===== src/rtl/core/gradient_stop_colormap_unit_assert.svh =====
// ----------------------------------------------------------------------------
// gradient_stop_colormap_unit_assert.svh
// Assertion macros shared by the colormap unit; ASSERT_OFF leaves them empty.
// ----------------------------------------------------------------------------
`ifndef GRADIENT_STOP_COLORMAP_UNIT_ASSERT_SVH
`define GRADIENT_STOP_COLORMAP_UNIT_ASSERT_SVH
`ifndef ASSERT_OFF
// antecedent implies consequent in the same cycle, quiet during reset
`define GSC_ASSERT_IMPL(label, clk, rst_n, ante, cons) \
    label: assert property (@(posedge clk) disable iff (!(rst_n)) (ante) |-> (cons)) \
        else $error("gsc assertion failed");
// consequent holds in the cycle after any reset cycle
`define GSC_ASSERT_AFTER_RST(label, clk, rst_n, cons) \
    label: assert property (@(posedge clk) !(rst_n) |=> (cons)) \
        else $error("gsc assertion failed");
`else
`define GSC_ASSERT_IMPL(label, clk, rst_n, ante, cons)
`define GSC_ASSERT_AFTER_RST(label, clk, rst_n, cons)
`endif
`endif


===== src/rtl/core/gsc_pkg.sv =====
// ----------------------------------------------------------------------------
// gsc_pkg
// Widths, stop register layout and stage payload types of the colormap unit.
// ----------------------------------------------------------------------------
package gsc_pkg;

    localparam int LEVEL_W   = 8;
    localparam int CHAN_W    = 8;
    localparam int POS_W     = 17;
    localparam int FRAC_W    = 16;
    localparam int RGB_W     = 3 * CHAN_W;
    localparam int REG_W     = 1 + POS_W + RGB_W;
    localparam int CFG_IDX_W = 4;

    localparam logic [POS_W-1:0] POS_MAX = POS_W'(1 << FRAC_W);

    // divider: dividend is |q - p1| with 16 fraction bits appended
    localparam int DIV_W      = POS_W + FRAC_W;
    localparam int DIV_STEP   = 3;
    localparam int DIV_STAGES = DIV_W / DIV_STEP;

    // blend arithmetic
    localparam int T_W    = DIV_W + 1;
    localparam int DIFF_W = CHAN_W + 1;
    localparam int PROD_W = T_W + DIFF_W;
    localparam int SUM_W  = PROD_W + 1;

    typedef struct packed {
        logic              en;
        logic [POS_W-1:0]  pos;
        logic [CHAN_W-1:0] red;
        logic [CHAN_W-1:0] green;
        logic [CHAN_W-1:0] blue;
    } t_stop;

    typedef struct packed {
        logic             neg;
        logic             zero;
        logic [RGB_W-1:0] c1;
        logic [RGB_W-1:0] c2;
    } t_div_side;

    typedef struct packed {
        logic [POS_W-1:0] num;
        logic [POS_W-1:0] den;
        t_div_side        side;
    } t_div_req;

    typedef struct packed {
        logic [DIV_W-1:0] quo;
        t_div_side        side;
    } t_div_rsp;

    function automatic logic [POS_W-1:0] sat_pos(input logic [POS_W-1:0] p);
        return (p > POS_MAX) ? POS_MAX : p;
    endfunction

    function automatic logic [RGB_W-1:0] stop_rgb(input t_stop s);
        return {s.red, s.green, s.blue};
    endfunction

endpackage


===== src/rtl/core/gsc_div.sv =====
// ----------------------------------------------------------------------------
// gsc_div
// Pipelined restoring divider for the interpolation fraction.
// ----------------------------------------------------------------------------
module gsc_div (
    input  logic              i_clk,
    input  logic              i_rst_n,
    input  logic              i_valid,
    output logic              o_ready,
    input  gsc_pkg::t_div_req i_req,
    output logic              o_valid,
    input  logic              i_ready,
    output gsc_pkg::t_div_rsp o_rsp
);

    localparam int LAST = gsc_pkg::DIV_STAGES - 1;

    logic                      r_v    [gsc_pkg::DIV_STAGES];
    logic [gsc_pkg::DIV_W-1:0] r_work [gsc_pkg::DIV_STAGES];
    logic [gsc_pkg::POS_W-1:0] r_rem  [gsc_pkg::DIV_STAGES];
    logic [gsc_pkg::POS_W-1:0] r_den  [gsc_pkg::DIV_STAGES];
    gsc_pkg::t_div_side        r_side [gsc_pkg::DIV_STAGES];
    logic                      w_rdy  [gsc_pkg::DIV_STAGES + 1];

    assign w_rdy[gsc_pkg::DIV_STAGES] = i_ready;

    for (genvar s = 0; s < gsc_pkg::DIV_STAGES; s++) begin : g_stage
        logic                      w_in_v;
        logic [gsc_pkg::DIV_W-1:0] w_in_work;
        logic [gsc_pkg::POS_W-1:0] w_in_rem;
        logic [gsc_pkg::POS_W-1:0] w_in_den;
        gsc_pkg::t_div_side        w_in_side;
        logic [gsc_pkg::POS_W:0]   w_trial;
        logic [gsc_pkg::DIV_W-1:0] n_work;
        logic [gsc_pkg::POS_W-1:0] n_rem;

        if (s == 0) begin : g_first
            assign w_in_v    = i_valid;
            assign w_in_work = {i_req.num, {gsc_pkg::FRAC_W{1'b0}}};
            assign w_in_rem  = '0;
            assign w_in_den  = i_req.den;
            assign w_in_side = i_req.side;
        end else begin : g_next
            assign w_in_v    = r_v[s-1];
            assign w_in_work = r_work[s-1];
            assign w_in_rem  = r_rem[s-1];
            assign w_in_den  = r_den[s-1];
            assign w_in_side = r_side[s-1];
        end

        // dividend bits leave at the top of the work word, quotient bits enter below
        always_comb begin
            n_work  = w_in_work;
            n_rem   = w_in_rem;
            w_trial = '0;
            for (int i = 0; i < gsc_pkg::DIV_STEP; i++) begin
                w_trial = {n_rem, n_work[gsc_pkg::DIV_W-1]};
                if (w_trial >= {1'b0, w_in_den}) begin
                    n_rem  = gsc_pkg::POS_W'(w_trial - {1'b0, w_in_den});
                    n_work = {n_work[gsc_pkg::DIV_W-2:0], 1'b1};
                end else begin
                    n_rem  = w_trial[gsc_pkg::POS_W-1:0];
                    n_work = {n_work[gsc_pkg::DIV_W-2:0], 1'b0};
                end
            end
        end

        assign w_rdy[s] = !r_v[s] || w_rdy[s+1];

        always_ff @(posedge i_clk) begin
            if (!i_rst_n) begin
                r_v[s] <= 1'b0;
            end else if (w_rdy[s]) begin
                r_v[s] <= w_in_v;
            end
        end

        always_ff @(posedge i_clk) begin
            if (w_rdy[s] && w_in_v) begin
                r_work[s] <= n_work;
                r_rem[s]  <= n_rem;
                r_den[s]  <= w_in_den;
                r_side[s] <= w_in_side;
            end
        end
    end

    assign o_ready    = w_rdy[0];
    assign o_valid    = r_v[LAST];
    assign o_rsp.quo  = r_work[LAST];
    assign o_rsp.side = r_side[LAST];

endmodule


===== config.mk =====
export PLATFORM = sky130hd
export DESIGN_NAME = gsc_div
export DESIGN_NICKNAME = d
export VERILOG_FILES = /design/src/rtl/core/gradient_stop_colormap_unit_assert.svh /design/src/rtl/core/gsc_pkg.sv /design/src/rtl/core/gsc_div.sv
export SDC_FILE = /design/constraint.sdc
export NUM_CORES = 2
export LEC_CHECK = 0
export ABC_AREA = 1
export CORE_UTILIZATION = 54
export CTS_BUF_LIST = sky130_fd_sc_hd__clkbuf_4 sky130_fd_sc_hd__clkbuf_8
export CTS_CLUSTER_DIAMETER = 120
export DETAILED_ROUTE_END_ITERATION = 10
export DONT_BUFFER_PORTS = 1
export PLACE_DENSITY = 0.72
export SLEW_MARGIN = 20
export SYNTH_ARGS = -nofsm -noshare
export SYNTH_HDL_FRONTEND = slang
export SYNTH_SLANG_ARGS = --single-unit

===== constraint.sdc =====
create_clock -name i_clk -period 5.7 [get_ports i_clk]
set_input_delay 0.285 -clock i_clk [delete_from_list [all_inputs] [get_ports i_clk]]
set_output_delay 0.285 -clock i_clk [all_outputs]
set_load 0.01 [all_outputs]

Word-level counts from Yosys, hierarchy flattened
Memories as Yosys holds them, arrays and structs flattened.
Index checks and enable logic that the tools add are counted.

storage, ports and cells
  memories kept = 5
  word-level logic and storage cells = 248
  bits in writable memories = 1298
  register bits after elaboration = 0

operators by class
  muxes and demuxes = 133
  reduce and logical (&&, ||, !) cells = 33
  $lt $le $gt $ge = 33
  add/subtract/negate cells = 33
  bitwise logic cells = 11

memories
  memory  depth  width  rd ports  clocked after Yosys merged registers in  write ports  line           text
  r_side  11     50     11        0                                        11           gsc_div.sv:22  gsc_pkg::t_div_side r_side [gsc_pkg::DIV_STAGES];
  r_work  11     33     11        0                                        11           gsc_div.sv:19  logic [gsc_pkg::DIV_W-1:0] r_work [gsc_pkg::DIV_STAGES];
  r_den   11     17     10        0                                        11           gsc_div.sv:21  logic [gsc_pkg::POS_W-1:0] r_den [gsc_pkg::DIV_STAGES];
  r_rem   11     17     10        0                                        11           gsc_div.sv:20  logic [gsc_pkg::POS_W-1:0] r_rem [gsc_pkg::DIV_STAGES];
  r_v     11     1      11        0                                        11           gsc_div.sv:18  logic r_v [gsc_pkg::DIV_STAGES];

operators with widths
  operator                        number
  >= comparator 18 x 17 -> 1 bit  32
  two-way mux 17 bit              33
  subtractor 17 bit               32
  two-way mux 1 bit               100
  >= comparator 1 x 17 -> 1 bit   1
  subtractor 1 x 17 -> 17 bit     1
  logical AND 1 bit               11
  zero test 1 bit                 11
  logical OR 1 bit                11
  OR 1 bit                        11

Depth between registers and ports, before layout
An unclocked memory read counts as a cell.

  depth after elaboration = 17
  gate-level depth with buffers = 48
  gate-level depth less buffers = 44

Worst setup path after synthesis
Ideal clock, no wire load.

  path type = reg-to-reg
  from = memory r_v[10]
  to = memory r_den[3][0] (netlist name) (enable)
  library setup time = 563 ps
  clock period less this slack = 5959 ps
  data required time = 5137 ps
  arrival time = 5396 ps
  setup slack = -259 ps
  cell stages (with the launch flop) = 14
  path through = edfxtp_1 inv_1 nor2_1 nand2_1 nor2_1 inv_1 nor2_2 nand2_1 nor2_1 inv_1 nor2_1 nand2_1 inv_1 nor2_1

RTL lines
  item             line
  start, declared  gsc_div.sv:18
  end, declared    gsc_div.sv:21

==> out/qor.yml <==
maxSlewViolCount: 0
yosys-top-cells-area: "edfxtp_1 51%, nand2_1 11%, ha_1 10%"
vias_per_cell: 5.58
critical-path-slowest-cell: "edfxtp_1"
root_buffer: "clkbuf_8"
path_max_fanout: 7
hold_path_class: "in2reg"
drtPass1Iterations: 6
cpMostUsedCell: "nand2_2"
core_area_um2: 122000
cts_max_path_buffers: 3
crit_family: "compound AO/OA/AOI/OAI gates"
cap_violations: 0
dp_slack_ns: -0.650
place_area_um2: 79600
multi_input_area_um2: 35200
worst-path-buf-inv: 7
grt_pass1_vias: 57200
ys_seq_area_frac: 0.512
drive_gt1_frac: 0.362
final.setup.tns_ns: -12.66
gr-usage-all-layers: 0.324
fill_cells: 7607
die_area_um2: 125000
rsz0062_at_grt: "true"
hold_start: "i_req[60]"
synth-edff-count: 1138
period_needed_ns: 6.53
finalInstanceArea_um2: 94600
synth_most_common_cell: "nand2_1"
relSlewSlack: 0.270
numCtsBuffers: 185
path_clk_slew_ns: 0.06
syn_avg_cell_area_um2: 9.51
grt_max_degree: 102
power.static_leakage_nw: 41.8
clock_latency_ns: 0.98
setup_ws_ns: -0.832
power_frac_comb: 0.664
drt_iter0_drc: 5501
start_kind: "register"
nNetsFinal: 9720
drt-total-wl_um: 228000
synth_fp_nets: 7671
skew_ns: 0.0663
worstPathRequired_ns: 6.38
pwr-share-seq: 0.191
peakVddDrop_mv: 0.941
final-seq-area_um2: 34200
worst_slew_pin_slew_ns: 1.09
critPathArrivalTime_ns: 7.21
synth_cell_types: 61
cp-startpoint: "r_den[0][8]"
die_w_um: 354
p_int_mw: 32.3
fin_crit_sh: 1.15
drtAntennaViolNets: 0
synthCells: 7026
powerDensity_nw_per_um2: 588
ys_warn_count: 0
overflow: 0
max_freq_mhz: 153
async_flop_share: 0
via_count: 60500
gp_congestion: 0.978
portBuffers: 0
ios: 173
synthesis.area_um2: 66800
clkPwrFrac: 0.144
tritoncts: "yes"
syn2layout_area_growth_pct: 41.6
setup_viol: 42
dp_hpwl_um: 151000
grt_pass1_wl_um: 315000
initial_core_util: 0.547
synthTopCellsByCount: "1984 x nand2_1, 1138 x edfxtp_1, 727 x inv_1, 535 x ha_1, 518 x a21oi_1"
p_sw_mw: 23.3
critPathKind: "reg2reg"
violations: "setup timing"
h-tree-depth: 4
cts_sinks: 1139
antenna_found_initial: 11
ys.flop_type: "edfxtp_1"
drc: 0
run_status: "complete, but fails checks"
hold_violations: 0
hold_ws_ns: 0.0780
dp.cells: 10000
r2r_start: "r_den[0][8]"
slowest_delay_ns: 0.54
chipHeight_um: 354
synth.top_cell.area_share: 0.512
swShare: 0.419
ys_ff_latch: 1139
yosysTopAreaCell: "edfxtp_1"
worst_setup_path_end_kind: "register"
avgRoutedWirePerCell_um: 21.0
row_count: 128
finalNonFillerCells: 10900
[final cells by class]
class,count,area share
multi-input combinational,5051,0.372
sequential,1139,0.362
timing repair buffer,1943,0.170
inverter,752,0.0310
clock buffer,232,0.0308
tap,1625,0.0215
clock inverter,107,0.0128
timing repair inverter,3,0.000212
antenna,4,0.000106
[metrics by stage]
stage,power [mW],utilization
2_1_floorplan,25.4,-
3_3_place_gp,36.5,0.652
3_5_place_dp,36.8,0.652
4_1_cts,48.0,0.715
5_1_grt,58.5,0.774
6_report,55.7,0.774
[final timing paths]
check                  to  slack (ns)  cells after the start
min          r_rem[0][10]        0.08                      5
max reg2reg  r_rem[1][11]       -0.83                     40
min reg2reg  r_side[3][2]        0.37                      0
max          r_rem[1][11]       -0.83                     40
[layer usage]
layer	wire length, um	GRT usage	up-vias
li1	-	-	28200
met1	88500	0.416	28600
met2	109000	0.546	2835
met3	17500	0.0483	846
met4	13200	0.142	4
met5	27	0	-
[registers in the layout, summed over array words and instances (netlist names)]
register,cells
r_den,170
r_rem,170
r_work,238
r_v,11
r_side,550
[power groups by stage]
stage	Clock [mW]	Sequential [mW]	Combinational, mW
after detailed placement	0	10.8	26.0
final	8.04	10.6	37.0
after global routing	8.44	10.6	39.4
after global placement	0	10.8	25.7
after floorplan	0	10.6	14.8
after CTS	7.97	10.6	29.4
[repair_timing]
| action | CTS | global route |
|---|---|---|
| resized for setup | 302 | 1237 |
| buffers inserted | 95 | 217 |
| endpoints found under the hold margin | 150 | 1 |
| setup endpoints to repair | 159 | 180 |
| hold buffers | 150 | 1 |
| pin swaps | 76 | 436 |
| cloned | 15 | 25 |
[cell families after synthesis]
logic type	share of synthesized area
simple gates	0.183
compound gates	0.0931
flops	0.512
buf+inv	0.0503
fa+ha+maj	0.107
xor+xnor	0.0545
[cells in the final DEF, fill, tap and decap left out, types with 46 or more instances in the layout]
| master | n |
|---|---|
| buf_4 | 1679 |
| nand2_1 | 1657 |
| edfxtp_1 | 1138 |
| inv_1 | 590 |
| a21oi_1 | 367 |
| ha_1 | 348 |
| nor2_1 | 308 |
| nand2_2 | 268 |
| nand3_1 | 248 |
| xor2_1 | 237 |
| o21ai_0 | 221 |
| clkbuf_8 | 187 |
| xnor2_1 | 176 |
| ha_4 | 175 |
| dlygate4sd3_1 | 151 |
| a21oi_2 | 138 |
| inv_2 | 135 |
| o21ai_2 | 118 |
| o21ai_1 | 101 |
| nand2_4 | 81 |
| nand3_2 | 64 |
| nand4_1 | 63 |
| clkbuf_4 | 46 |
[worst register-to-register path, delay by kind of cell (launching register included)]
family | cells | cell delay (ns)
fa+ha+maj | 3 | 0.77
buf+inv | 7 | 0.86
xor+xnor | 1 | 0.16
simple gates | 19 | 1.91
flops | 1 | 0.54
compound gates | 10 | 2.05
(Power assumes the default switching activity.)
