## src/rtl/core/gradient_stop_colormap_unit_assert.svh

```systemverilog
// ----------------------------------------------------------------------------
// gradient_stop_colormap_unit_assert.svh
// Assertion macros shared by the colormap unit; ASSERT_OFF leaves them empty.
// ----------------------------------------------------------------------------
`ifndef GRADIENT_STOP_COLORMAP_UNIT_ASSERT_SVH
`define GRADIENT_STOP_COLORMAP_UNIT_ASSERT_SVH
`ifndef ASSERT_OFF
// antecedent implies consequent in the same cycle, quiet during reset
`define GSC_ASSERT_IMPL(label, clk, rst_n, ante, cons) \
    label: assert property (@(posedge clk) disable iff (!(rst_n)) (ante) |-> (cons)) \
        else $error("gsc assertion failed");
// consequent holds in the cycle after any reset cycle
`define GSC_ASSERT_AFTER_RST(label, clk, rst_n, cons) \
    label: assert property (@(posedge clk) !(rst_n) |=> (cons)) \
        else $error("gsc assertion failed");
`else
`define GSC_ASSERT_IMPL(label, clk, rst_n, ante, cons)
`define GSC_ASSERT_AFTER_RST(label, clk, rst_n, cons)
`endif
`endif

```

## src/rtl/core/gsc_pkg.sv

```systemverilog
// ----------------------------------------------------------------------------
// gsc_pkg
// Widths, stop register layout and stage payload types of the colormap unit.
// ----------------------------------------------------------------------------
package gsc_pkg;

    localparam int LEVEL_W   = 8;
    localparam int CHAN_W    = 8;
    localparam int POS_W     = 17;
    localparam int FRAC_W    = 16;
    localparam int RGB_W     = 3 * CHAN_W;
    localparam int REG_W     = 1 + POS_W + RGB_W;
    localparam int CFG_IDX_W = 4;

    localparam logic [POS_W-1:0] POS_MAX = POS_W'(1 << FRAC_W);

    // divider: dividend is |q - p1| with 16 fraction bits appended
    localparam int DIV_W      = POS_W + FRAC_W;
    localparam int DIV_STEP   = 3;
    localparam int DIV_STAGES = DIV_W / DIV_STEP;

    // blend arithmetic
    localparam int T_W    = DIV_W + 1;
    localparam int DIFF_W = CHAN_W + 1;
    localparam int PROD_W = T_W + DIFF_W;
    localparam int SUM_W  = PROD_W + 1;

    typedef struct packed {
        logic              en;
        logic [POS_W-1:0]  pos;
        logic [CHAN_W-1:0] red;
        logic [CHAN_W-1:0] green;
        logic [CHAN_W-1:0] blue;
    } t_stop;

    typedef struct packed {
        logic             neg;
        logic             zero;
        logic [RGB_W-1:0] c1;
        logic [RGB_W-1:0] c2;
    } t_div_side;

    typedef struct packed {
        logic [POS_W-1:0] num;
        logic [POS_W-1:0] den;
        t_div_side        side;
    } t_div_req;

    typedef struct packed {
        logic [DIV_W-1:0] quo;
        t_div_side        side;
    } t_div_rsp;

    function automatic logic [POS_W-1:0] sat_pos(input logic [POS_W-1:0] p);
        return (p > POS_MAX) ? POS_MAX : p;
    endfunction

    function automatic logic [RGB_W-1:0] stop_rgb(input t_stop s);
        return {s.red, s.green, s.blue};
    endfunction

endpackage

```

## src/rtl/core/gsc_blend.sv

```systemverilog
// ----------------------------------------------------------------------------
// gsc_blend
// Signed fraction, per-channel multiply, truncate and clamp, output register.
// ----------------------------------------------------------------------------
module gsc_blend (
    input  logic                       i_clk,
    input  logic                       i_rst_n,
    input  logic                       i_valid,
    output logic                       o_ready,
    input  gsc_pkg::t_div_rsp          i_rsp,
    output logic                       o_valid,
    input  logic                       i_ready,
    output logic [gsc_pkg::CHAN_W-1:0] o_red,
    output logic [gsc_pkg::CHAN_W-1:0] o_green,
    output logic [gsc_pkg::CHAN_W-1:0] o_blue
);

    localparam int HI = gsc_pkg::FRAC_W + gsc_pkg::CHAN_W;

    logic                               w_rdy1;
    logic                               w_rdy2;
    logic                               w_rdy3;

    logic signed [gsc_pkg::T_W-1:0]     w_mag;
    logic signed [gsc_pkg::T_W-1:0]     w_t;
    logic signed [gsc_pkg::DIFF_W-1:0]  w_d   [3];

    logic                               r1_v;
    logic signed [gsc_pkg::T_W-1:0]     r1_t;
    logic signed [gsc_pkg::DIFF_W-1:0]  r1_d  [3];
    logic [gsc_pkg::RGB_W-1:0]          r1_c1;

    logic                               r2_v;
    logic signed [gsc_pkg::PROD_W-1:0]  r2_prod [3];
    logic [gsc_pkg::RGB_W-1:0]          r2_c1;

    logic signed [gsc_pkg::SUM_W-1:0]   w_base [3];
    logic signed [gsc_pkg::SUM_W-1:0]   w_sum  [3];
    logic [gsc_pkg::RGB_W-1:0]          n_rgb;

    logic                               r3_v;
    logic [gsc_pkg::RGB_W-1:0]          r3_rgb;

    assign w_rdy3  = !r3_v || i_ready;
    assign w_rdy2  = !r2_v || w_rdy3;
    assign w_rdy1  = !r1_v || w_rdy2;
    assign o_ready = w_rdy1;

    // quotient is a magnitude; sign comes from q - p1
    always_comb begin
        w_mag = $signed({1'b0, i_rsp.quo});
        if (i_rsp.side.zero) begin
            w_t = '0;
        end else if (i_rsp.side.neg) begin
            w_t = -w_mag;
        end else begin
            w_t = w_mag;
        end
        for (int c = 0; c < 3; c++) begin
            w_d[c] = $signed({1'b0, i_rsp.side.c2[(2-c)*gsc_pkg::CHAN_W +: gsc_pkg::CHAN_W]})
                   - $signed({1'b0, i_rsp.side.c1[(2-c)*gsc_pkg::CHAN_W +: gsc_pkg::CHAN_W]});
        end
    end

    always_ff @(posedge i_clk) begin
        if (!i_rst_n) begin
            r1_v <= 1'b0;
            r2_v <= 1'b0;
            r3_v <= 1'b0;
        end else begin
            if (w_rdy1) begin
                r1_v <= i_valid;
            end
            if (w_rdy2) begin
                r2_v <= r1_v;
            end
            if (w_rdy3) begin
                r3_v <= r2_v;
            end
        end
    end

    always_ff @(posedge i_clk) begin
        if (w_rdy1 && i_valid) begin
            r1_t  <= w_t;
            r1_d  <= w_d;
            r1_c1 <= i_rsp.side.c1;
        end
    end

    always_ff @(posedge i_clk) begin
        if (w_rdy2 && r1_v) begin
            for (int c = 0; c < 3; c++) begin
                r2_prod[c] <= r1_t * r1_d[c];
            end
            r2_c1 <= r1_c1;
        end
    end

    // negative sums clamp to zero, so truncation direction only matters above
    always_comb begin
        for (int c = 0; c < 3; c++) begin
            w_base[c] = $signed({{(gsc_pkg::SUM_W - HI){1'b0}},
                                 r2_c1[(2-c)*gsc_pkg::CHAN_W +: gsc_pkg::CHAN_W],
                                 {gsc_pkg::FRAC_W{1'b0}}});
            w_sum[c]  = w_base[c] + gsc_pkg::SUM_W'(r2_prod[c]);
            if (w_sum[c][gsc_pkg::SUM_W-1]) begin
                n_rgb[(2-c)*gsc_pkg::CHAN_W +: gsc_pkg::CHAN_W] = '0;
            end else if (|w_sum[c][gsc_pkg::SUM_W-2:HI]) begin
                n_rgb[(2-c)*gsc_pkg::CHAN_W +: gsc_pkg::CHAN_W] = '1;
            end else begin
                n_rgb[(2-c)*gsc_pkg::CHAN_W +: gsc_pkg::CHAN_W] =
                    w_sum[c][HI-1:gsc_pkg::FRAC_W];
            end
        end
    end

    always_ff @(posedge i_clk) begin
        if (w_rdy3 && r2_v) begin
            r3_rgb <= n_rgb;
        end
    end

    assign o_valid = r3_v;
    assign o_red   = r3_rgb[3*gsc_pkg::CHAN_W-1:2*gsc_pkg::CHAN_W];
    assign o_green = r3_rgb[2*gsc_pkg::CHAN_W-1:gsc_pkg::CHAN_W];
    assign o_blue  = r3_rgb[gsc_pkg::CHAN_W-1:0];

endmodule

```

## config.mk

```make
export PLATFORM = sky130hd
export DESIGN_NAME = gsc_blend
export DESIGN_NICKNAME = d
export VERILOG_FILES = /design/src/rtl/core/gradient_stop_colormap_unit_assert.svh /design/src/rtl/core/gsc_pkg.sv /design/src/rtl/core/gsc_blend.sv
export SDC_FILE = /design/constraint.sdc
export NUM_CORES = 2
export LEC_CHECK = 0
export ABC_CLOCK_PERIOD_IN_PS = 9500
export BUFFER_PORTS_ARGS = -buffer_cell sky130_fd_sc_hd__buf_2
export CAP_MARGIN = 25
export CORE_MARGIN = 10
export CORE_UTILIZATION = 55
export DETAILED_ROUTE_END_ITERATION = 10
export PLACE_DENSITY = 0.75
export SYNTH_ARGS = -nofsm -noshare
export SYNTH_HDL_FRONTEND = slang
export SYNTH_SLANG_ARGS = --single-unit
```

## constraint.sdc

```tcl
create_clock -name i_clk -period 9.5 [get_ports i_clk]
set_input_delay 0.475 -clock i_clk [delete_from_list [all_inputs] [get_ports i_clk]]
set_output_delay 0.475 -clock i_clk [all_outputs]
set_load 0.005 [all_outputs]
```

# Word-level counts from Yosys, hierarchy flattened
# Memories as Yosys holds them, arrays and structs flattened.
# Cells that the tools add are included.
# word_totals
reg_bits	136
ramBits	129
inputBits	87
out_inout_bits	26
elab_cells	44
mem_count	1
# mem_list
memory	depth	width	read_ports	rd_clocked_by_memory_dff	write_ports	line_no	rtl
r2_prod	3	43	3	0	3	gsc_blend.sv:34	logic signed [gsc_pkg::PROD_W-1:0] r2_prod [3];
# classes
add_sub_neg	7
mul	3
mux	6
bitwise	1
n_reduce_logical	13
# op_table
op	count
$add 25x43->44	3
$mul 34x9->43	3
$reduce_or 19->1	3
$neg 33->34	1
$mux 33	1
$sub 8x8->9	3
$mux 8	3
$logic_and 1x1->1	3
$logic_not 1->1	3
$logic_or 1x1->1	3
$mux 1	2
$reduce_or 2->1	1
$not 1->1	1

# Longest topological paths before layout
# logic_depth
ltp_word	6
ltp_mapped	21
ltp_nobuf	19

# Worst setup path before layout
# Ideal clock, no wire load.
# synth_path
path_type	input to register
startpoint	input i_ready
endpoint	register r2_c1[0] (netlist bit) (enable)
setup_time_ns	0.729
arrival_ns	8.169
required_time_ns	8.771
slack_ns	0.602
cell_stages	2
n_path_buf	0
cell_sequence	nor2b_1 > a21boi_0
# synth_between
elab_chain_cells	3
# synth_rtl
item	line_no	rtl
from (decl)	gsc_blend.sv:12	input logic i_ready,
$logic_or 1x1->1	gsc_blend.sv:44	assign w_rdy3 = !r3_v || i_ready;
$logic_or 1x1->1	gsc_blend.sv:45	assign w_rdy2 = !r2_v || w_rdy3;
$logic_and 1x1->1	gsc_blend.sv:92	if (w_rdy2 && r1_v) begin
to (signal assigned)	gsc_blend.sv:96	r2_c1 <= r1_c1;
to (decl)	gsc_blend.sv:35	logic [gsc_pkg::RGB_W-1:0] r2_c1;
# Every way passes these cells.
# A chain may end at the register's enable or synchronous reset.

==> qor_table.md <==
| Item | Value |
| --- | --- |
| Register-to-Register Path Depth | 18 |
| Placeable core area | 70150 µm² |
| Post-route DRC violation count | 0 |
| Number of buffers created by CTS | 27 |
| Worst min-delay path startpoint | i_rsp[40] |
| Setup Buffers After CTS | 0 |
| Horizontal die dimension | 286.0 µm |
| Overflow after GRT | 0 |
| Detailed-routing iteration count for the pre-antenna-repair pass | 5 |
| Setup repair after global routing missed its margin | false |
| Number of nets in the finished design | 5028 |
| Synth Flop Type | edfxtp_1 |
| Synthesized area per cell | 10.03 µm² |
| Classification of the worst-slack hold path | in -> reg |
| Critical path data arrival time | 7050 ps |
| Final total negative setup slack | 0 ps |
| Total I/O pin count | 113 |
| Synth Register Bits | 217 |
| Clock latency on the worst-skew pair | 560 ps |
| Effective utilization at floorplan | 55.48% |
| Global-route wire length before repair | 153.4 mm |
| Global-route usage over all layers | 23.03% |
| Number of gates given a new drive strength after cts | 0 |
| Clock slew seen by the registers of the worst setup and hold paths | 60 ps |
| Most common library cell in the layout ignoring fill and taps | fa_1 |
| Buffer depth of the longest clock path | 3 |
| Gp weighted congestion | 0.8910 |
| Final critical delay including setup and external delays | 6779 ps |
| Post-layout utilization of the core | 58.86% |
| Maximum fanout along the worst path | 27 |
| Worst Hold Path EP | r1_c1[16] |
| Cell Rows | 97 |
| Startpoint type of the worst setup path | register |
| Syn nets | 5002 |
| Max-Cap Viols | 0 |
| Post-Synthesis Cells | 3879 |
| Crit path top cell by count | fa_1 |
| Area of all sequential standard cells | 6486 µm² |
| Max frequency | 147.5 MHz |
| CTS Sinks | 217 |
| Number of inserted filler cells in the final layout | 5975 |
| Pin count of the biggest net entering global routing | 71 |
| Critical register-to-register path endpoint | r2_prod[0][85] |
| Worst clock skew | 33.52 ps |
| Maximum level of the CTS H-tree | 1 |
| Register area share after synthesis | 16.66% |
| Cell Area, Synth | 38920 µm² |
| Number of enable flip-flop cells after synthesis | 214 |
| Multi-input logic area | 30060 µm² |
| Detailed-placement wirelength estimate | 70.25 mm |
| Final clock period utilization by the worst path | 71.36% |
| Port buffer count | 112 |
| Hold path depth | 1 |
| Slowest Stage Delay on Critical Path | 1040 ps |
| CTS tree | done |
| Antenna violations before repair | 5 |
| Root cell of the clock tree | clkbuf_16 |
| Endpoint class of the critical path | register |
| Die footprint | 81810 µm² |
| Synthesis Warnings | 0 |
| Number of setup violations in the final report | 0 |
| Count of vias placed by the detailed router | 27919 |
| Via count of the first global-routing pass | 29540 |
| Post-cts hold buffer count | 0 |
| Hold WS | 109.1 ps |
| Crit-path slowest cell | edfxtp_1 |
| Worst Max-Slew Pin Slew | 1050 ps |
| Vertical extent of the die | 286.0 µm |
| Routed len/inst | 19.02 µm |
| Proportion of synthesized flip-flops having asynchronous set or reset | 0% |
| Post-detailed-route count of antenna-violating nets | 0 |
| Launch point of the worst reg-to-reg path | r1_t[7] |
| Distinct cell type count of the synthesized netlist | 78 |
| Data required time of the worst path | 9770 ps |
| Initial DRC count | 2056 |
| Final hold violation count | 0 |
| Status | finished, final reports clean |
| Register-to-register setup slack | 2720 ps |
| Vias per cell | 5.739 |
| Most used cells in the layout excluding fill and tap cells | 738 x fa_1, 485 x and2_1, 464 x inv_1 |
| Area Growth Syn to Fin | 6.092% |
| Classification of the worst setup path | reg -> reg |
| Final wirelength | 92.52 mm |
| Pins Over Slew Limit | 0 |
| Tightest slew margin relative to the limit | 28.16% |
| Layout cells sized above 1 | 5.861% |
| Critical path, cell by cell | nand2_1 > fa_1 > inv_1 > fa_1 > inv_1 > fa_1 > inv_1 > fa_1 > fa_1 > ha_1 > o211ai_1 > a2111o_1 > o221a_2 > a2111oi_0 > nor3_1 > a211oi_1 > a21oi_1 > xnor2_1 |
## stage by stage
step | cell area [µm²] | std cells | setup WS [ps]
final | 41290 | 4865 | 2721
after global routing | 41290 | 4865 | 2188
after CTS | 41290 | 4863 | 2654
after detailed placement | 40500 | 4815 | 2669
after global placement | 40470 | 4814 | 2730
after floorplan | 38920 | 3879 | 602.0
## state kept, by name, indices dropped and copies added, names as in the netlist
name	cells
r3_rgb	24
r1_d	27
r2_prod	81
o_valid	1
r1_c1	24
r2_c1	24
r2_v	1
r1_t	34
r1_v	1
## cells by family after synthesis
kind of cell,count (synthesis),share of synthesized area (%)
AND/OR/NAND/NOR,1335,17.49
multiplexers,9,0.2315
XOR/XNOR,165,3.713
AO/OA/AOI/OAI,477,8.188
flip-flops,217,16.66
buffers and inverters,640,6.178
adder cells (fa/ha/maj),1036,47.54
## cells in the mapped netlist, drive strengths merged, types with 14 or more instances
library cell  count  share of area, %
a21oi           116               1.5
nor3             27              0.35
o31ai            18              0.36
clkbuf          174               1.7
nor2            198               1.9
o21a             14              0.27
a31oi            26              0.42
o21bai           16              0.31
o31a             14              0.32
a21o             71               1.4
fa              738                38
edfxtp          214                17
xor2             78               1.8
nand3            39              0.50
nor4             19              0.38
a211oi           22              0.46
and2            485               7.8
xnor2            87               2.0
o21ai            86               1.1
nand2           430               4.1
nor2b            19              0.31
inv             464               4.5
or3              16              0.27
ha              298               9.6
nand4            23              0.37
nand2b           22              0.35
and3             22              0.35
## worst max-delay path: cells and delay by family (launching register included)
kind / cells / cell delay (ps)
flops: 1 / 1040
compound gates: 6 / 2060
simple gates: 2 / 330
buf+inv: 3 / 170
fa+ha+maj: 6 / 2770
xor+xnor: 1 / 130
## how the worst max path moves through the flow
stage                 start        endpoint  slack, ps  cells past startpoint
global placement    r1_t[7]  r2_prod[0][85]       2730                     18
CTS                 r1_t[7]  r2_prod[0][85]       2650                     18
finish              r1_t[7]  r2_prod[0][85]       2720                     18
detailed placement  r1_t[7]  r2_prod[0][85]       2670                     18
floorplan           i_ready        r2_c1[0]        600                      2
global route        r1_t[7]  r2_prod[0][85]       2190                     18
## area by class of cell
cell class                 instances  share of cell area [%]
inverter                         464                   4.218
antenna                            1                0.006060
multi-input combinational       3022                   72.80
clock inverter                    17                  0.2424
tap                              940                   2.848
timing repair buffer             173                   2.509
sequential                       217                   15.71
clock buffer                      31                   1.673
## per-layer routing
metal / part of all wire [%] / GRT usage (%)
met4: 3.4 / 7.488
met3: 6.2 / 2.783
met2: 48 / 38.56
met5: 0.019 / 0
met1: 42 / 30.89
Power is left out: the tool's default activity adds up to more than one toggle a clock period on the data nets, which glitch-free logic cannot reach.
