<file path="config.mk">
export PLATFORM = sky130hd
export DESIGN_NAME = gsc_seg
export DESIGN_NICKNAME = d
export VERILOG_FILES = /design/src/rtl/core/gradient_stop_colormap_unit_assert.svh /design/src/rtl/core/gsc_pkg.sv /design/src/rtl/core/gsc_seg.sv
export SDC_FILE = /design/constraint.sdc
export NUM_CORES = 1
export LEC_CHECK = 0
export BUFFER_PORTS_ARGS = -buffer_cell sky130_fd_sc_hd__buf_4
export CORE_MARGIN = 2
export CORE_UTILIZATION = 49
export DETAILED_ROUTE_END_ITERATION = 16
export PLACE_DENSITY_LB_ADDON = 0.05
export SLEW_MARGIN = 25
export SYNTH_ARGS = -nofsm -noshare
export SYNTH_HDL_FRONTEND = slang
export SYNTH_SLANG_ARGS = --single-unit
</file>
<file path="constraint.sdc">
create_clock -name i_clk -period 4.8 [get_ports i_clk]
set_input_delay 0.48 -clock i_clk [delete_from_list [all_inputs] [get_ports i_clk]]
set_output_delay 0.48 -clock i_clk [all_outputs]
set_load 0.01 [all_outputs]
</file>
<file path="src/rtl/core/gradient_stop_colormap_unit_assert.svh">
// ----------------------------------------------------------------------------
// gradient_stop_colormap_unit_assert.svh
// Assertion macros shared by the colormap unit; ASSERT_OFF leaves them empty.
// ----------------------------------------------------------------------------
`ifndef GRADIENT_STOP_COLORMAP_UNIT_ASSERT_SVH
`define GRADIENT_STOP_COLORMAP_UNIT_ASSERT_SVH
`ifndef ASSERT_OFF
// antecedent implies consequent in the same cycle, quiet during reset
`define GSC_ASSERT_IMPL(label, clk, rst_n, ante, cons) \
    label: assert property (@(posedge clk) disable iff (!(rst_n)) (ante) |-> (cons)) \
        else $error("gsc assertion failed");
// consequent holds in the cycle after any reset cycle
`define GSC_ASSERT_AFTER_RST(label, clk, rst_n, cons) \
    label: assert property (@(posedge clk) !(rst_n) |=> (cons)) \
        else $error("gsc assertion failed");
`else
`define GSC_ASSERT_IMPL(label, clk, rst_n, ante, cons)
`define GSC_ASSERT_AFTER_RST(label, clk, rst_n, cons)
`endif
`endif

</file>
<file path="src/rtl/core/gsc_pkg.sv">
// ----------------------------------------------------------------------------
// gsc_pkg
// Widths, stop register layout and stage payload types of the colormap unit.
// ----------------------------------------------------------------------------
package gsc_pkg;

    localparam int LEVEL_W   = 8;
    localparam int CHAN_W    = 8;
    localparam int POS_W     = 17;
    localparam int FRAC_W    = 16;
    localparam int RGB_W     = 3 * CHAN_W;
    localparam int REG_W     = 1 + POS_W + RGB_W;
    localparam int CFG_IDX_W = 4;

    localparam logic [POS_W-1:0] POS_MAX = POS_W'(1 << FRAC_W);

    // divider: dividend is |q - p1| with 16 fraction bits appended
    localparam int DIV_W      = POS_W + FRAC_W;
    localparam int DIV_STEP   = 3;
    localparam int DIV_STAGES = DIV_W / DIV_STEP;

    // blend arithmetic
    localparam int T_W    = DIV_W + 1;
    localparam int DIFF_W = CHAN_W + 1;
    localparam int PROD_W = T_W + DIFF_W;
    localparam int SUM_W  = PROD_W + 1;

    typedef struct packed {
        logic              en;
        logic [POS_W-1:0]  pos;
        logic [CHAN_W-1:0] red;
        logic [CHAN_W-1:0] green;
        logic [CHAN_W-1:0] blue;
    } t_stop;

    typedef struct packed {
        logic             neg;
        logic             zero;
        logic [RGB_W-1:0] c1;
        logic [RGB_W-1:0] c2;
    } t_div_side;

    typedef struct packed {
        logic [POS_W-1:0] num;
        logic [POS_W-1:0] den;
        t_div_side        side;
    } t_div_req;

    typedef struct packed {
        logic [DIV_W-1:0] quo;
        t_div_side        side;
    } t_div_rsp;

    function automatic logic [POS_W-1:0] sat_pos(input logic [POS_W-1:0] p);
        return (p > POS_MAX) ? POS_MAX : p;
    endfunction

    function automatic logic [RGB_W-1:0] stop_rgb(input t_stop s);
        return {s.red, s.green, s.blue};
    endfunction

endpackage

</file>
<file path="src/rtl/core/gsc_seg.sv">
// ----------------------------------------------------------------------------
// gsc_seg
// Segment search over the enabled stops and fetch of the segment end points.
// ----------------------------------------------------------------------------
module gsc_seg #(
    parameter int STOP_COUNT = 8
) (
    input  logic                        i_clk,
    input  logic                        i_rst_n,
    input  gsc_pkg::t_stop              i_stop [STOP_COUNT],
    input  logic                        i_valid,
    output logic                        o_ready,
    input  logic [gsc_pkg::LEVEL_W-1:0] i_level,
    output logic                        o_valid,
    input  logic                        i_ready,
    output gsc_pkg::t_div_req           o_req
);

    localparam int SIW = $clog2(STOP_COUNT);

    logic [gsc_pkg::POS_W-1:0] w_pos [STOP_COUNT];
    logic [STOP_COUNT-1:0]     w_run;
    logic [gsc_pkg::POS_W-1:0] w_q;
    logic [SIW-1:0]            w_a;
    logic [SIW-1:0]            w_b;
    logic                      w_found;
    logic                      w_rdy1;
    logic                      w_rdy2;

    logic                      r1_v;
    logic [gsc_pkg::POS_W-1:0] r1_q;
    logic [SIW-1:0]            r1_a;
    logic [SIW-1:0]            r1_b;
    logic                      r1_none;

    logic [gsc_pkg::POS_W-1:0] w_p1;
    logic [gsc_pkg::POS_W-1:0] w_p2;
    logic [gsc_pkg::POS_W:0]   w_diff;
    gsc_pkg::t_div_req         n_req;

    logic                      r2_v;
    gsc_pkg::t_div_req         r2_req;

    // level * 65536 / 255 is level * 257, plus one at full scale
    assign w_q = (&i_level) ? gsc_pkg::POS_MAX : {1'b0, i_level, i_level};

    always_comb begin
        for (int k = 0; k < STOP_COUNT; k++) begin
            w_pos[k] = gsc_pkg::sat_pos(i_stop[k].pos);
        end
        w_run[0] = i_stop[0].en;
        for (int k = 1; k < STOP_COUNT; k++) begin
            w_run[k] = w_run[k-1] & i_stop[k].en;
        end
        // fallback pair: first and last stop of the leading enabled run
        w_a     = '0;
        w_b     = '0;
        w_found = 1'b0;
        for (int k = 0; k < STOP_COUNT; k++) begin
            if (w_run[k]) begin
                w_b = SIW'(k);
            end
        end
        for (int j = 0; j < STOP_COUNT - 1; j++) begin
            if (!w_found && w_run[j+1] && (w_q >= w_pos[j]) && (w_q <= w_pos[j+1])) begin
                w_a     = SIW'(j);
                w_b     = SIW'(j + 1);
                w_found = 1'b1;
            end
        end
    end

    assign w_rdy2  = !r2_v || i_ready;
    assign w_rdy1  = !r1_v || w_rdy2;
    assign o_ready = w_rdy1;

    always_ff @(posedge i_clk) begin
        if (!i_rst_n) begin
            r1_v <= 1'b0;
        end else if (w_rdy1) begin
            r1_v <= i_valid;
        end
    end

    always_ff @(posedge i_clk) begin
        if (w_rdy1 && i_valid) begin
            r1_q    <= w_q;
            r1_a    <= w_a;
            r1_b    <= w_b;
            r1_none <= !w_run[0];
        end
    end

    always_comb begin
        w_p1   = w_pos[r1_a];
        w_p2   = w_pos[r1_b];
        w_diff = {1'b0, r1_q} - {1'b0, w_p1};
        n_req.side.neg  = w_diff[gsc_pkg::POS_W];
        n_req.num       = w_diff[gsc_pkg::POS_W] ? gsc_pkg::POS_W'(-w_diff)
                                                 : w_diff[gsc_pkg::POS_W-1:0];
        n_req.den       = w_p2 - w_p1;
        n_req.side.zero = r1_none || !(w_p2 > w_p1);
        n_req.side.c1   = r1_none ? '0 : gsc_pkg::stop_rgb(i_stop[r1_a]);
        n_req.side.c2   = r1_none ? '0 : gsc_pkg::stop_rgb(i_stop[r1_b]);
    end

    always_ff @(posedge i_clk) begin
        if (!i_rst_n) begin
            r2_v <= 1'b0;
        end else if (w_rdy2) begin
            r2_v <= r1_v;
        end
    end

    always_ff @(posedge i_clk) begin
        if (w_rdy2 && r1_v) begin
            r2_req <= n_req;
        end
    end

    assign o_valid = r2_v;
    assign o_req   = r2_req;

endmodule

</file>
Word-level counts from Yosys, hierarchy flattened

Cells that the tools add are included.

Register bits: 110
Output and inout bits: 86
Word-level logic and storage cells: 137

$add $sub $neg: 3
Magnitude comparators: 25
Muxes and demuxes: 46
Bitwise operators: 9
Reductions and logical operators: 39

Operator list:

| kind                   | count |
|---|---|
| $bmux W42 S3           | 2 |
| $mux W17               | 14 |
| $gt A17 B17 Y1 const B | 8 |
| $ge A17 B17 Y1         | 7 |
| $le A17 B17 Y1         | 7 |
| $bmux W17 S3           | 2 |
| $mux W24               | 4 |
| $mux W3                | 10 |
| $logic_and A1 B1 Y1    | 22 |
| $sub A17 B17 Y18       | 1 |
| $gt A17 B17 Y1         | 1 |
| $neg A17 Y17           | 1 |
| $sub A17 B17 Y17       | 1 |
| $logic_not A1 Y1       | 10 |
| $mux W2                | 5 |
| $mux W1                | 9 |
| $ge A4 B4 Y1 const B   | 2 |
| $not A3 Y4             | 2 |
| $reduce_and A8 Y1      | 1 |
| $and A1 B1 Y1          | 7 |
| $reduce_or A4 Y1       | 1 |
| $logic_or A1 B1 Y1     | 3 |
| $reduce_or A3 Y1       | 1 |
| $reduce_or A2 Y1       | 1 |

Longest topological paths before layout

Gate-level depths: netlist of run 1.

Word-level depth: 36
Mapped depth: 17

Worst setup path after synthesis of run 1

OpenSTA, ideal clock, no wires.

Kind: input-to-reg
Start: input port i_ready
End: register r2_req, in the netlist o_req[0] (enable)
Setup time: 0.537 ns
Data arrival time: 4.285 ns
Setup slack: -0.022 ns
Stages on the path: 2
Cells stage by stage: nor2b_1 nor2b_1

Word-level cells in the longest chain between the ends: 2

RTL lines:

| what                 | line           | text |
|---|---|---|
| start, declared      | gsc_seg.sv:15  | `input logic i_ready,` |
| $logic_or A1 B1 Y1   | gsc_seg.sv:73  | `assign w_rdy2 = !r2_v \|\| i_ready;` |
| $logic_and A1 B1 Y1  | gsc_seg.sv:116 | `if (w_rdy2 && r1_v) begin` |
| end signal, assigned | gsc_seg.sv:117 | `r2_req <= n_req;` |
| end, declared        | gsc_seg.sv:42  | `gsc_pkg::t_div_req r2_req;` |

Every way passes these cells.
A chain may end at the register's enable or synchronous reset.

==> results of run 1 <==
[cells in the mapped netlist (all sizes together), types with 12 or more instances]
cell type  count
nand3         12
buf           26
o21ai         40
inv           47
xnor2         31
nor3          15
nor2          80
nor2b         53
ha           171
nor4          36
nand2        143
clkbuf        34
o21a          24
a21o          47
a21oi         50
nand4         27
mux2i         59
mux4         164
edfxtp       100
[metrics by stage]
stage	total power, mW	area (sq um)	hold slack (ps)	setup TNS, ps	utilization, %
floorplan	2.41	14000	476	0	-
global placement	3.23	18400	526	-239	65.8
detailed placement	3.27	18400	528	-232	65.8
CTS	4.06	18700	323	0	66.9
global route	4.29	18800	332	0	67.1
finish	4.08	18800	322	0	67.1
[layout make-up]
cell class | instances | area, sq um | share of cell area [%]
multi-input combinational | 1097 | 10600 | 56.4
timing repair buffer | 554 | 4180 | 22.3
sequential | 102 | 3040 | 16.2
tap | 378 | 473 | 2.52
clock buffer | 9 | 225 | 1.20
inverter | 52 | 195 | 1.04
clock inverter | 7 | 81.3 | 0.433
antenna | 2 | 5.00 | 0.0266
[final timing paths]
kind                     from   endpoint  slack (ps)
setup / recovery  i_stop[150]  o_req[82]         290
setup reg to reg      r1_a[1]  o_req[82]         400
hold reg to reg          r1_v    o_valid         540
hold / removal        i_rst_n    o_valid         320
[sequential cells by signal (all words and copies together), names as in the netlist]
name,cells
r1_b,3
r1_a,3
o_valid,1
r1_v,1
o_req,84
r1_q,9
r1_none,1
[routing by layer]
layer / routed length (um) / vias to the layer above
li1: - / 6243
met1: 22600 / 6857
met2: 25500 / 889
met3: 5700 / 180
met4: 2670 / 0
met5: 0 / -
[kinds of logic (layout without fill, tap and decap cells)]
kind of cell	count (synthesis)	after routing	synth area share [%]
AND/OR/NAND/NOR	415	415	14.5
buffers and inverters	112	622	2.99
adder cells (fa/ha/maj)	173	173	15.5
other	0	2	0
multiplexers	233	233	31.3
flip-flops	102	102	21.7
XOR/XNOR	41	41	2.56
AO/OA/AOI/OAI	235	235	11.5
[power breakdown]
group          switching [mW]  total, mW  internal [mW]
clock                   0.370      0.783          0.413
combinational            1.06       2.15           1.09
sequential             0.0322       1.15           1.12
[timing repair]
action	4_1_cts	5_1_grt
resized for setup	0	1
hold buffers	0	0
setup buffers	0	6
hold endpoints to repair	0	0
setup endpoints to repair	0	1
[critical path, stage by stage]
cell	delay [ps]
buf_4	120
nor4_1	370
buf_4	170
a41o_1	230
nand2_1	140
mux4_2	530
mux2_2	340
ha_1	240
or2_1	280
o311a_1	370
or3b_1	370
a31o_1	250
a21oi_2	160
xnor2_1	130
o41ai_2	360
xnor2_1	90
==> flow_summary.toml, run 1 <==
[global_route]
met1_usage_pct = 49.9
gr-usage-met2_pct = 58.3
grt_usage_pct = 37.0
grt_pass1_wl_um = 84200
grt_pass1_vias = 14200
grt-ovfl-total = 0
antenna_found_initial = 1
grt_util_met3_pct = 7.54
gr-max-usage-layer = "met2"
grt_max_degree = 51

[job]
drv_cap = 0

[critical_path]
worstPathArrival_ps = 4630
worstPathRequired_ps = 4920
ff2ff_path_depth = 13
path_class = "in -> reg"
end_kind = "flip-flop"
cp_max_fo = 6
cp-start-kind = "input port"

[final_layout]
synthToLayoutAreaGrowth_pct = 33.9
drive_gt1_share_pct = 41.6
layout.nets = 2337
final_cell_mix = "buf_4 (552), ha_1 (171), mux4_2 (164)"
n_fill_cell = 2246
fin_cells = 2201
final_common_cell = "buf_4"

[clock_network]
ctsRootBufferMaster = "clkbuf_16"
h-tree-depth = 3
numCtsBuffers = 9
clock_latency_ps = 370
cts_sinks = 102
clkTransAtPathRegs_ps = 80
cts_buffer_depth = 2
cts_tree = "built"

[power]
ir_worst_vdd_uv = 145
p_leak_nw = 8.18
cellPowerDensity_nw_per_um2 = 217

[logic_synthesis]
yosysWarnings = 0
ys_types = 62
yosysTopAreaCellShare_pct = 26.3
synth_area_leaders = "mux4_2 (26%), edfxtp_1 (21%), ha_1 (15%)"
netlist_instances = 1311
syn_area_per_cell_sq_um = 10.7
synth-seq-cells = 102
synth_area_sq_um = 14000
synth_ff_type = "edfxtp_1"
synth-seq-area-share_pct = 21.7
synth-edff-count = 100
async_reset_ff_share_pct = 0
syn_nets = 1832
synth_top_area_cell = "mux4_2"

[routing]
drt_iter0_markers = 1562
route.vias.total = 14200
ant_nets = 0
drt_pass1_iterations = 5
drc = 0
wire_per_inst_um = 25.7
routed_wl_um = 56500
viasPerCell = 6.44

[sta]
slew_headroom_pct = 33.2
fin_ws_ps = 285
fin_skew_ps = 14.7
setup_viol = 0
period_share_pct = 94.1
rsz0062_at_grt = "no"
tightestPinTransition_ps = 1000
finalHoldViolCount = 0
fmax_mhz = 221
finalMaxSlewViolations = 0
min_period_ps = 4510

[die]
core-area_sq_um = 28000
die_w_um = 173
die_height_um = 173
start_util_pct = 50.1
io_pins = 434
die_area_sq_um = 30000
num_rows = 61

[place]
gp_congestion = 0.999
dp_hpwl_um = 46800
numPortBuffers = 433
dpl.cell_count = 2177
place_ws_ps = -106

[worst_hold_path]
holdPathStages = 2
hold_path_class = "in -> reg"

[status]
outcome = "completed"
No activity file was read; power rests on OpenSTA's default activity.
==> inputs of run 2 (changes only) <==
Settings changed: CORE_MARGIN 2 to 5, RECOVER_POWER set to 100.
==> run 2 against run 1 <==
- the flow now finishes with violations (max-capacitance violations, max-slew violations)
- largest cell class unchanged
- cell count hardly changed
- die area is 7.0% higher
- global-route usage is 2.9 points lower
- sequential power hardly changed
- core utilization is 2.7 points lower
- clock power is 2% lower
- register-to-register slack worse by 80 ps
- worst hold slack better by 7.6 ps
- non-clock buffer count is 5 lower
- largest power group unchanged
- via count is 0.58% lower
==> flow_summary.toml, run 2 (synthesis gave the netlist of run 1 again) <==
[global_route]
grt_pass1_vias = 14000
grt_max_degree = 52
antenna_found_initial = 0
grt_util_met3_pct = 8.18
grt_usage_pct = 34.2
grt_pass1_wl_um = 82200
grt-ovfl-total = 0
gr-usage-met2_pct = 54.2
gr-max-usage-layer = "met2"
met1_usage_pct = 45.9

[power]
ir_worst_vdd_uv = 172
p_leak_nw = 7.77
cellPowerDensity_nw_per_um2 = 218

[routing]
drt_pass1_iterations = 6
route.vias.total = 14100
drc = 0
routed_wl_um = 57100
ant_nets = 0
viasPerCell = 6.40
wire_per_inst_um = 26.0
drt_iter0_markers = 1389

[die]
io_pins = 434
die_area_sq_um = 32100
start_util_pct = 49.3
num_rows = 62
die_w_um = 179
die_height_um = 179
core-area_sq_um = 28500

[clock_network]
cts_hold_buf = 0
h-tree-depth = 3
clkTransAtPathRegs_ps = 80
ctsRootBufferMaster = "clkbuf_16"
cts_tree = "built"
numCtsBuffers = 9
cts_resized = 0
cts_setup_buffers = 0
cts_sinks = 102
clock_latency_ps = 370
cts_buffer_depth = 2

[sta]
finalMaxSlewViolations = 59
finalHoldViolCount = 0
slew_headroom_pct = -48.7
min_period_ps = 4570
fin_skew_ps = 16.3
fin_hold_ws_ps = 330
rsz0062_at_grt = "no"
tightestPinTransition_ps = 2230
fin_ws_ps = 234
fmax_mhz = 219
setup_viol = 0
period_share_pct = 95.1

[critical_path]
cp-start-kind = "input port"
worstPathArrival_ps = 4680
worstPathRequired_ps = 4920
end_kind = "flip-flop"
cp_max_fo = 5
path_class = "in -> reg"

[final_layout]
final_cell_mix = "buf_4 (444), ha_1 (171), mux4_2 (164)"
largest_register_ffs = 84
synthToLayoutAreaGrowth_pct = 30.6
layout.nets = 2332
final_common_cell = "buf_4"
drive_gt1_share_pct = 36.0
antenna_cells = 0

[job]
drv_cap = 2

[place]
place_ws_ps = -82.8
gp_congestion = 1.04
dp_hpwl_um = 47200
numPortBuffers = 433

[worst_hold_path]
hold_path_class = "in -> reg"

[status]
violations = "max-capacitance violations, max-slew violations"
outcome = "complete, but fails checks"
==> run 2: cell count changes in the layout (fill, tap and decap cells not counted), moves of 2 or more <==
cell,previous run,this run
clkinv_4,2,0
diode_2,2,0
and2_0,0,3
and2_1,4,1
clkbuf_4,0,2
buf_4,552,444
clkbuf_2,0,4
inv_6,0,4
clkbuf_1,0,99
buf_12,2,0
inv_8,2,0
==> run 2: worst max-delay path: stages <==
cell and delay (ps):
clkbuf_4 110, nor4_1 450, buf_4 190, a41o_1 240
nand2_1 100, mux4_2 510, mux2_2 330, ha_1 240
or2_1 280, or3_1 320, o22ai_1 170, xor2_1 220
o211ai_1 140, nor3_1 330, nand4b_1 180, o31ai_1 280
xnor2_1 100
==> run 2: per-stage QoR <==
step	cell area, sq um	instances	setup TNS (ps)	total power [mW]	utilization, %
floorplan	14000	1311	0	2.41	-
global placement	18400	2184	0	3.23	64.7
detailed placement	18400	2184	-243	3.27	64.7
CTS	18700	2200	0	4.03	65.7
global route	18300	2200	0	4.21	64.4
finish	18300	2200	0	3.99	64.4
==> run 2: cell type report <==
cell class | instances | area (sq um)
clock buffers | 9 | 225
clock inverters | 7 | 63.8
fillers | 2436 | 10100
inverters | 52 | 195
multi-input cells | 1097 | 10600
flip-flops and latches | 102 | 3040
well taps | 384 | 480
repair buffers | 549 | 3740
==> run 2: report_power, final <==
| group | internal [mW] | total, mW | switching (mW) |
|---|---|---|---|
| Clock | 0.365 | 0.768 | 0.403 |
| Sequential | 1.12 | 1.16 | 0.0342 |
| Combinational | 1.01 | 2.07 | 1.06 |
| Total | 2.50 | 3.99 | 1.50 |
==> run 2: layer usage <==
layer	share of wire, %	vias to the layer above
met2	46	912
li1	-	6227
met5	0	-
met1	39	6824
met3	11	124
met4	3.9	0
==> run 2: final timing paths <==
check / end / slack (ps) / start / cells past startpoint
hold / removal: o_valid / 330 / i_rst_n / 2
setup reg to reg: o_req[83] / 320 / r1_a[0] / 14
hold reg to reg: o_valid / 550 / r1_v / 1
setup / recovery: o_req[83] / 230 / i_stop[111] / 17
